File: config.mk
export PLATFORM = sky130hd
export DESIGN_NAME = fifo_serial_transmitter_unit
export DESIGN_NICKNAME = d
export VERILOG_FILES = /design/src/hw/rtl/fst_pkg.sv /design/src/hw/rtl/fst_fifo.sv /design/src/hw/rtl/fst_framer.sv /design/src/hw/rtl/fifo_serial_transmitter_unit.sv
export VERILOG_INCLUDE_DIRS = /design/src /design/src/hw/rtl
export SDC_FILE = /design/constraint.sdc
export NUM_CORES = 1
export LEC_CHECK = 0
export BUFFER_PORTS_ARGS = -buffer_cell sky130_fd_sc_hd__buf_2
export CAP_MARGIN = 20
export CORE_MARGIN = 2
export CORE_UTILIZATION = 45
export DETAILED_ROUTE_END_ITERATION = 8
export HOLD_SLACK_MARGIN = 0.12
export PLACE_DENSITY_LB_ADDON = 0.15
export SETUP_SLACK_MARGIN = 0.2
export SLEW_MARGIN = 20
export SYNTH_ARGS = -nofsm -noshare
export SYNTH_HDL_FRONTEND = slang
export SYNTH_HIERARCHICAL = 1
export SYNTH_SLANG_ARGS = --single-unit
File: constraint.sdc
create_clock -name clk_i -period 4.1 [get_ports clk_i]
set_clock_uncertainty 0.2 [all_clocks]
set_input_delay 0.82 -clock clk_i [delete_from_list [all_inputs] [get_ports clk_i]]
set_output_delay 0.82 -clock clk_i [all_outputs]
set_load 0.02 [all_outputs]
File: src/hw/rtl/fifo_serial_transmitter_unit_assert.svh
// Assertion macros shared by the transmitter RTL.
// Each module that uses them must have clk_i and rst_ni in scope.
`ifndef FIFO_SERIAL_TRANSMITTER_UNIT_ASSERT_SVH
`define FIFO_SERIAL_TRANSMITTER_UNIT_ASSERT_SVH

// Check a property on every clock edge outside reset.
`define FST_ASSERT(lbl, prop, msg) \
  lbl: assert property (@(posedge clk_i) disable iff (!rst_ni) (prop)) else $error(msg);

// Check a property on every clock edge, reset included.
`define FST_ASSERT_ALWAYS(lbl, prop, msg) \
  lbl: assert property (@(posedge clk_i) (prop)) else $error(msg);

`endif

File: src/hw/rtl/fst_pkg.sv
// Package for the serial transmitter: item types, FIFO sizing and frame slot codes.
// No dependencies.
`timescale 1ns / 1ps

package fst_pkg;

  localparam int unsigned FIFO_DEPTH = 16;
  localparam int unsigned FIFO_AW    = (FIFO_DEPTH > 1) ? $clog2(FIFO_DEPTH) : 1;
  localparam int unsigned CNT_W      = $clog2(FIFO_DEPTH + 1);
  localparam int unsigned DIV_W      = 8;
  localparam int unsigned SLOT_W     = 4;
  localparam int unsigned COUNT_OUT_W = 5;

  localparam logic [DIV_W-1:0]  TPB_RESET  = 8'd25;
  localparam logic [SLOT_W-1:0] SLOT_START = 4'd0;
  localparam logic [SLOT_W-1:0] SLOT_STOP1 = 4'd9;
  localparam logic [SLOT_W-1:0] SLOT_STOP2 = 4'd10;

  typedef enum logic {
    OP_TICK  = 1'b0,
    OP_WRITE = 1'b1
  } fst_op_e;

  typedef struct packed {
    fst_op_e    op;
    logic [7:0] data;
  } fst_in_t;

  typedef struct packed {
    logic                   line;
    logic                   write_accepted;
    logic                   busy_res;
    logic [COUNT_OUT_W-1:0] fifo_count;
  } fst_out_t;

  typedef struct packed {
    logic       push;
    logic       pop;
    logic [7:0] data;
  } fst_fifo_ctl_t;

  typedef struct packed {
    logic       full;
    logic       empty;
    logic [7:0] head;
  } fst_fifo_stat_t;

endpackage

File: src/hw/rtl/fst_fifo.sv
// Byte FIFO for the serial transmitter: register storage, pointers and fill count.
// Depends on fst_pkg.
`timescale 1ns / 1ps

module fst_fifo (
  input  logic                                clk_i,
  input  logic                                rst_ni,
  input  fst_pkg::fst_fifo_ctl_t              ctl_i,
  output fst_pkg::fst_fifo_stat_t             stat_o,
  output logic [fst_pkg::CNT_W-1:0]           count_next_o
);
  import fst_pkg::*;

  logic [7:0]         store_q [FIFO_DEPTH];
  logic [FIFO_AW-1:0] rd_ptr_q, rd_ptr_d;
  logic [FIFO_AW-1:0] wr_ptr_q, wr_ptr_d;
  logic [CNT_W-1:0]   count_q, count_d;

  function automatic logic [FIFO_AW-1:0] ptr_inc(logic [FIFO_AW-1:0] p);
    return (p == FIFO_AW'(FIFO_DEPTH - 1)) ? '0 : p + 1'b1;
  endfunction

  always_comb begin
    rd_ptr_d = ctl_i.pop  ? ptr_inc(rd_ptr_q) : rd_ptr_q;
    wr_ptr_d = ctl_i.push ? ptr_inc(wr_ptr_q) : wr_ptr_q;
    count_d  = count_q;
    if (ctl_i.push && !ctl_i.pop) begin
      count_d = count_q + 1'b1;
    end else if (ctl_i.pop && !ctl_i.push) begin
      count_d = count_q - 1'b1;
    end
  end

  assign stat_o.full   = (count_q == CNT_W'(FIFO_DEPTH));
  assign stat_o.empty  = (count_q == '0);
  assign stat_o.head   = store_q[rd_ptr_q];
  assign count_next_o  = count_d;

  always_ff @(posedge clk_i or negedge rst_ni) begin
    if (!rst_ni) begin
      rd_ptr_q <= '0;
      wr_ptr_q <= '0;
      count_q  <= '0;
    end else begin
      rd_ptr_q <= rd_ptr_d;
      wr_ptr_q <= wr_ptr_d;
      count_q  <= count_d;
    end
  end

  always_ff @(posedge clk_i) begin
    if (ctl_i.push) begin
      store_q[wr_ptr_q] <= ctl_i.data;
    end
  end

endmodule

File: src/hw/rtl/fst_framer.sv
// Frame sequencer: bit-period divider, bit slot, shift byte and line level.
// Depends on fst_pkg and the assertion macro header.
`timescale 1ns / 1ps
`include "fifo_serial_transmitter_unit_assert.svh"

module fst_framer (
  input  logic                          clk_i,
  input  logic                          rst_ni,
  input  logic                          fire_i,
  input  fst_pkg::fst_in_t              item_i,
  input  logic [fst_pkg::DIV_W-1:0]     tpb_i,
  input  fst_pkg::fst_fifo_stat_t       stat_i,
  output fst_pkg::fst_fifo_ctl_t        ctl_o,
  output logic                          line_o,
  output logic                          busy_o,
  output logic                          accepted_o
);
  import fst_pkg::*;

  logic              active_q, active_d;
  logic              line_q, line_d;
  logic [7:0]        shift_q, shift_d;
  logic [SLOT_W-1:0] slot_q, slot_d;
  logic [DIV_W-1:0]  div_q, div_d;
  logic [DIV_W-1:0]  div_inc;
  logic              push, pop, accepted;

  assign div_inc = div_q + 1'b1;

  always_comb begin
    active_d = active_q;
    line_d   = line_q;
    shift_d  = shift_q;
    slot_d   = slot_q;
    div_d    = div_q;
    push     = 1'b0;
    pop      = 1'b0;
    accepted = 1'b0;
    if (item_i.op == OP_WRITE) begin
      if (active_q) begin
        // Busy: queue only, unless full.
        if (!stat_i.full) begin
          push     = 1'b1;
          accepted = 1'b1;
        end
      end else begin
        // Idle means the FIFO is empty: the byte goes straight to the shifter.
        accepted = 1'b1;
        active_d = 1'b1;
        shift_d  = item_i.data;
        slot_d   = SLOT_START;
        div_d    = '0;
      end
    end else if (active_q) begin
      div_d = (div_inc > tpb_i) ? '0 : div_inc;
      if (div_q == '0) begin
        case (slot_q)
          SLOT_START: begin
            line_d = 1'b0;
            slot_d = slot_q + 1'b1;
          end
          SLOT_STOP1: begin
            line_d = 1'b1;
            slot_d = slot_q + 1'b1;
          end
          SLOT_STOP2: begin
            if (stat_i.empty) begin
              // Drop to idle; the divider stays at zero.
              active_d = 1'b0;
              div_d    = div_q;
            end else begin
              pop     = 1'b1;
              shift_d = stat_i.head;
              slot_d  = SLOT_START;
            end
          end
          default: begin
            line_d  = shift_q[0];
            shift_d = {1'b0, shift_q[7:1]};
            slot_d  = slot_q + 1'b1;
          end
        endcase
      end
    end
  end

  assign ctl_o.push = fire_i & push;
  assign ctl_o.pop  = fire_i & pop;
  assign ctl_o.data = item_i.data;
  assign line_o     = line_d;
  assign busy_o     = active_d;
  assign accepted_o = accepted;

  always_ff @(posedge clk_i or negedge rst_ni) begin
    if (!rst_ni) begin
      active_q <= 1'b0;
      line_q   <= 1'b1;
      shift_q  <= '0;
      slot_q   <= '0;
      div_q    <= '0;
    end else if (fire_i) begin
      active_q <= active_d;
      line_q   <= line_d;
      shift_q  <= shift_d;
      slot_q   <= slot_d;
      div_q    <= div_d;
    end
  end

  `FST_ASSERT(a_idle_div_zero, !active_q |-> (div_q == '0), "divider not zero while idle")
  `FST_ASSERT(a_slot_range, active_q |-> (slot_q <= SLOT_STOP2), "bit slot out of range")

endmodule

File: src/hw/rtl/fifo_serial_transmitter_unit.sv
// Serial transmitter (8N2) with byte FIFO. Throughput: one item per cycle unless the
// output stalls; the state update runs in one pass from the input register to the result
// register. Reset: asynchronous active low; line high, idle, FIFO empty,
// ticks_per_bit_minus_one = 25. FIFO storage itself is not cleared.
// Depends on fst_pkg, fst_fifo, fst_framer and the assertion macro header.
`timescale 1ns / 1ps
`include "fifo_serial_transmitter_unit_assert.svh"

module fifo_serial_transmitter_unit (
  input  logic                       clk_i,
  input  logic                       rst_ni,
  // item input channel
  input  logic                       in_valid_i,
  output logic                       in_stall_o,
  input  fst_pkg::fst_in_t           in_i,
  // result output channel
  output logic                       out_valid_o,
  input  logic                       out_stall_i,
  output fst_pkg::fst_out_t          out_o,
  // configuration write: ticks_per_bit_minus_one
  input  logic                       cfg_valid_i,
  output logic                       cfg_ready_o,
  input  logic [fst_pkg::DIV_W-1:0]  cfg_data_i
);
  import fst_pkg::*;

  logic             in_valid_q;
  fst_in_t          in_item_q;
  logic             out_valid_q;
  fst_out_t         out_item_q;
  fst_out_t         res;
  logic [DIV_W-1:0] tpb_q;
  logic             out_ready;
  logic             fire;
  logic             out_idle;

  fst_fifo_ctl_t    fifo_ctl;
  fst_fifo_stat_t   fifo_stat;
  logic [CNT_W-1:0] fifo_count_next;

  // Register always writable; user must make writes only while block is idle; unenforced.
  assign cfg_ready_o = 1'b1;

  always_ff @(posedge clk_i or negedge rst_ni) begin
    if (!rst_ni) begin
      tpb_q <= TPB_RESET;
    end else if (cfg_valid_i && cfg_ready_o) begin
      tpb_q <= cfg_data_i;
    end
  end

  // Result register frees up when empty or when its item is taken this cycle.
  assign out_ready  = !out_valid_q || !out_stall_i;
  // Process the held item whenever the result register can take it.
  assign fire       = in_valid_q && out_ready;
  // Hold the input register only while its item is blocked downstream.
  assign in_stall_o = in_valid_q && !out_ready;

  always_ff @(posedge clk_i or negedge rst_ni) begin
    if (!rst_ni) begin
      in_valid_q <= 1'b0;
    end else if (!in_stall_o) begin
      in_valid_q <= in_valid_i;
    end
  end

  always_ff @(posedge clk_i) begin
    if (!in_stall_o && in_valid_i) begin
      in_item_q <= in_i;
    end
  end

  fst_fifo u_fifo (
    .clk_i        (clk_i),
    .rst_ni       (rst_ni),
    .ctl_i        (fifo_ctl),
    .stat_o       (fifo_stat),
    .count_next_o (fifo_count_next)
  );

  fst_framer u_framer (
    .clk_i      (clk_i),
    .rst_ni     (rst_ni),
    .fire_i     (fire),
    .item_i     (in_item_q),
    .tpb_i      (tpb_q),
    .stat_i     (fifo_stat),
    .ctl_o      (fifo_ctl),
    .line_o     (res.line),
    .busy_o     (res.busy_res),
    .accepted_o (res.write_accepted)
  );

  // Report the count after this item, masked to the output field width.
  assign res.fifo_count = COUNT_OUT_W'(fifo_count_next);

  always_ff @(posedge clk_i or negedge rst_ni) begin
    if (!rst_ni) begin
      out_valid_q <= 1'b0;
    end else if (fire) begin
      out_valid_q <= 1'b1;
    end else if (!out_stall_i) begin
      out_valid_q <= 1'b0;
    end
  end

  always_ff @(posedge clk_i) begin
    if (fire) begin
      out_item_q <= res;
    end
  end

  assign out_valid_o = out_valid_q;
  assign out_o       = out_item_q;

  // A presented result that reports the transmitter idle.
  assign out_idle = out_valid_q && !out_item_q.busy_res;

  `FST_ASSERT(a_idle_fifo_empty, out_idle |-> out_item_q.fifo_count == '0, "queued while idle")
  `FST_ASSERT(a_idle_line_high, out_idle |-> out_item_q.line, "idle with line low")
  `FST_ASSERT(a_hold_blocked_item, in_stall_o |=> in_valid_q && $stable(in_item_q), "item lost")

endmodule
==> impl_metrics.csv <==
group,metric,value,unit
route,vias,4652,
cells_and_area,nNetsFinal,624,
synthesis,ys_warn_count,6,
cells_and_area,fillers,1530,
sta,min_period,2.81,ns
synthesis,synth_cells,551,
power,p_sw,1.34,mW
route,first_pass_iters,5,
route,wl_per_cell,20.6,µm
synthesis,muxShareOfSynthArea,0.138,
clocking,cts_max_level,4,
floorplan,die_w,141,µm
global_routing,met1_usage,0.256,
global_routing,grt_max_degree,31,
sta,slew_headroom,0.463,
synthesis,synth_xor_area_frac,0.0124,
critical_path,r2r_start,"u_framer/div_q[2]$_DFFE_PN0P_",
sta,rsz0062_at_grt,"no",
critical_path,worstPathCellList,"nand3_1 > nor3_1 > xor2_1 > ha_1 > a41oi_1 > a21oi_1 > or3_1 > o31ai_1",
power,power_density,508,nW/µm²
cells_and_area,synthToLayoutAreaGrowth,11.5,%
power,vdd_drop_max,283,µV
route,avgViaCountPerCell,5.60,
synthesis,synth_top_family_by_area,"multiplexers",
critical_path,reg2regPathDepth,8,
critical_path,cp_slowest_cell,"dfrtp_1",
critical_path,cp-end-kind,"flip-flop",
synthesis,synth_compound_area_frac,0.0656,
global_routing,gr-total-overflow,0,
route,ant_nets,0,
clocking,clk_latency,0.44,ns
synthesis,synth-seq-cells,190,
clocking,cts_hold_buffers,0,
power,power.share.switching,0.278,
synthesis,yosys_most_used_dff,"edfxtp_1",
synthesis,netlist_area,8480,µm²
critical_path,critical-path-max-stage-delay,0.46,ns
sta,hold-worst-slack,0.130,ns
power,finalPower,4.81,mW
floorplan,chipHeight,141,µm
global_routing,grt_pass1_vias,4586,
global_routing,grtUsageMet3,0.0378,
sta,hold_viol,0,
placement,dp_hpwl,11.2,mm
synthesis,synth_seq_area_share,0.647,
global_routing,antenna_found_initial,0,
clocking,postCtsSetupRepairBufs,0,
power,leakage,3.37,nW
floorplan,num_rows,50,
sta,slew_violations,0,
critical_path,critPathKind,"reg2reg",
status,status,"completed",
synthesis,yosys.area_share.simple,0.0723,
synthesis,syn_avg_cell_area,15.4,µm²
floorplan,initial_core_util,0.457,
synthesis,synth-adder-area-share,0.0280,
min_path,worstHoldPathType,"in2async",
route,drt_wl_total,17.1,mm
synthesis,synth_top_area_frac,0.513,
global_routing,grt_pass1_wl,26.7,mm
clocking,cts_buffer_depth,2,
sta,timing.final.crit_share,0.685,
route,drtIter0Drc,349,
critical_path,start_kind,"flip-flop",
synthesis,yosys.area.top_type,"edfxtp_1",
synthesis,async_flop_share,0.237,
synthesis,synth_area_leaders,"edfxtp_1, dfrtp_1, mux4_1",
placement,numPortBuffers,31,
floorplan,dieArea,20000,µm²
cells_and_area,antenna_cells,0,
power,power_frac_clock,0.351,
global_routing,met2_usage,0.289,
sta,setup_viol,0,
synthesis,syn_nets,592,
synthesis,synth_edf_count,145,
synthesis,synth_cell_types,60,
critical_path,required,4.23,ns
clocking,cts_buffers,17,
sta,max_freq,356,MHz
clocking,cts_tree,"built",
sta,worstMarginPinSlew,0.805,ns
power,pwr-share-seq,0.519,
floorplan,num_io_pins,33,
global_routing,grtUsageTotal,0.181,
critical_path,r2r-end,"u_framer/div_q[1]$_DFFE_PN0P_",
clocking,root_buffer,"clkbuf_16",
cells_and_area,drive_gt1_frac,0.220,
route,drc,0,
floorplan,core,18600,µm²
critical_path,r2r_slack,1.29,ns
power,p_int,3.47,mW
clocking,clk_pin_slew,0.07,ns
sta,tns,0,ns
power,power_frac_comb,0.130,
critical_path,critical_path_arrival,2.94,ns
global_routing,grt_busiest_layer,"met2",
clocking,clock-sinks,190,
critical_path,path_max_fanout,7,
job,cap_violations,0,
placement,gp_congestion,0.802,
clocking,cts_resized,0,
## state kept, by name, indices dropped and copies added (netlist names)
name / flops
out_valid_o: 1
in_valid_q: 1
u_fifo/count_q: 5
u_fifo/wr_ptr_q: 4
u_framer/shift_q: 8
u_framer/slot_q: 4
u_fifo/store_q: 128
u_framer/line_q: 1
tpb_q: 8
u_framer/active_q: 1
u_framer/div_q: 8
out_o: 8
in_item_q: 9
u_fifo/rd_ptr_q: 4
## worst max-delay path, delay by kind of cell, from the launching register on
family,cells,cell delay [ns]
compound gates,3,0.58
xor+xnor,1,0.27
fa+ha+maj,1,0.31
flops,1,0.46
simple gates,3,0.89
## synthesized netlist by cell type, types with 9 or more instances
master	instances
nand2b_1	9
a22oi_1	10
dfrtp_1	41
mux2_4	16
o21ai_0	24
mux2i_1	32
nor2_1	21
mux4_2	11
ha_1	19
a21oi_1	9
inv_1	20
buf_4	12
edfxtp_1	145
clkbuf_1	10
mux4_1	13
nand2_1	39
## power groups by stage
stage	sequential, mW	clock, mW	combinational, mW
floorplan	2.44	0	0.522
global placement	2.52	0	0.608
detailed placement	2.53	0	0.627
CTS	2.49	1.73	0.632
global route	2.53	1.81	0.706
finish	2.49	1.69	0.626
## cells in the final DEF (no fill, tap or decap), types with 6 or more instances in the layout
| cell | count |
|---|---|
| dfrtp_1 | 40 |
| nor2_1 | 21 |
| buf_4 | 18 |
| nand4_1 | 8 |
| ha_1 | 19 |
| inv_1 | 20 |
| inv_8 | 6 |
| mux4_2 | 11 |
| nor3_1 | 8 |
| o21ai_0 | 24 |
| nand2b_1 | 9 |
| a32oi_1 | 8 |
| mux2i_1 | 32 |
| nand2_1 | 39 |
| a22oi_1 | 10 |
| a21oi_1 | 9 |
| edfxtp_1 | 145 |
| mux4_1 | 13 |
| clkbuf_16 | 17 |
| xnor2_1 | 8 |
| nand3_1 | 6 |
| o21ai_1 | 8 |
| buf_2 | 31 |
| mux2_4 | 16 |
## layer usage
metal	routed length, µm	vias up
met2	8320	85
met1	8040	2386
met3	568	11
li1	-	2170
met4	149	0
met5	0	-
## area by class of cell
type / count / area, µm² / share of cell area
multi-input combinational: 305 / 2700 / 0.285
clock inverter: 15 / 193 / 0.0204
timing repair buffer: 49 / 290 / 0.0307
inverter: 20 / 75.1 / 0.00794
sequential: 190 / 5490 / 0.580
clock buffer: 17 / 425 / 0.0450
tap: 234 / 293 / 0.0310
## kinds of logic after synthesis
kind of cell | after synthesis
multiplexers | 74
AO/OA/AOI/OAI | 83
flip-flops | 190
buffers and inverters | 56
other | 1
AND/OR/NAND/NOR | 116
XOR/XNOR | 12
adder cells (fa/ha/maj) | 19
## how the worst max path moves through the flow
| stage | cells past startpoint | slack, ns | endpoint | startpoint |
|---|---|---|---|---|
| final | 8 | 1.29 | u_framer/div_q[1]$_DFFE_PN0P_ | u_framer/div_q[2]$_DFFE_PN0P_ |
| after global routing | 8 | 1.00 | u_framer/div_q[1]$_DFFE_PN0P_ | u_framer/div_q[0]$_DFFE_PN0P_ |
| after floorplan | 7 | 0.25 | u_fifo/store_q[6][0]$_DFFE_PP_ | out_stall_i |
| after global placement | 7 | 1.22 | u_fifo/store_q[11][3]$_DFFE_PP_ | out_stall_i |
| after detailed placement | 7 | 1.15 | u_fifo/store_q[9][3]$_DFFE_PP_ | out_stall_i |
| after CTS | 8 | 1.27 | u_framer/div_q[1]$_DFFE_PN0P_ | u_framer/div_q[0]$_DFFE_PN0P_ |
## per-stage QoR
stage	cell area [µm²]	utilization	cells	worst slack, ns
after floorplan	8490	-	551	0.247
after global placement	8840	0.476	798	1.22
after detailed placement	8840	0.476	798	1.15
after CTS	9460	0.509	830	1.27
after global routing	9460	0.509	830	1.00
final	9460	0.509	830	1.29
No activity file was read; power rests on OpenSTA's default activity.
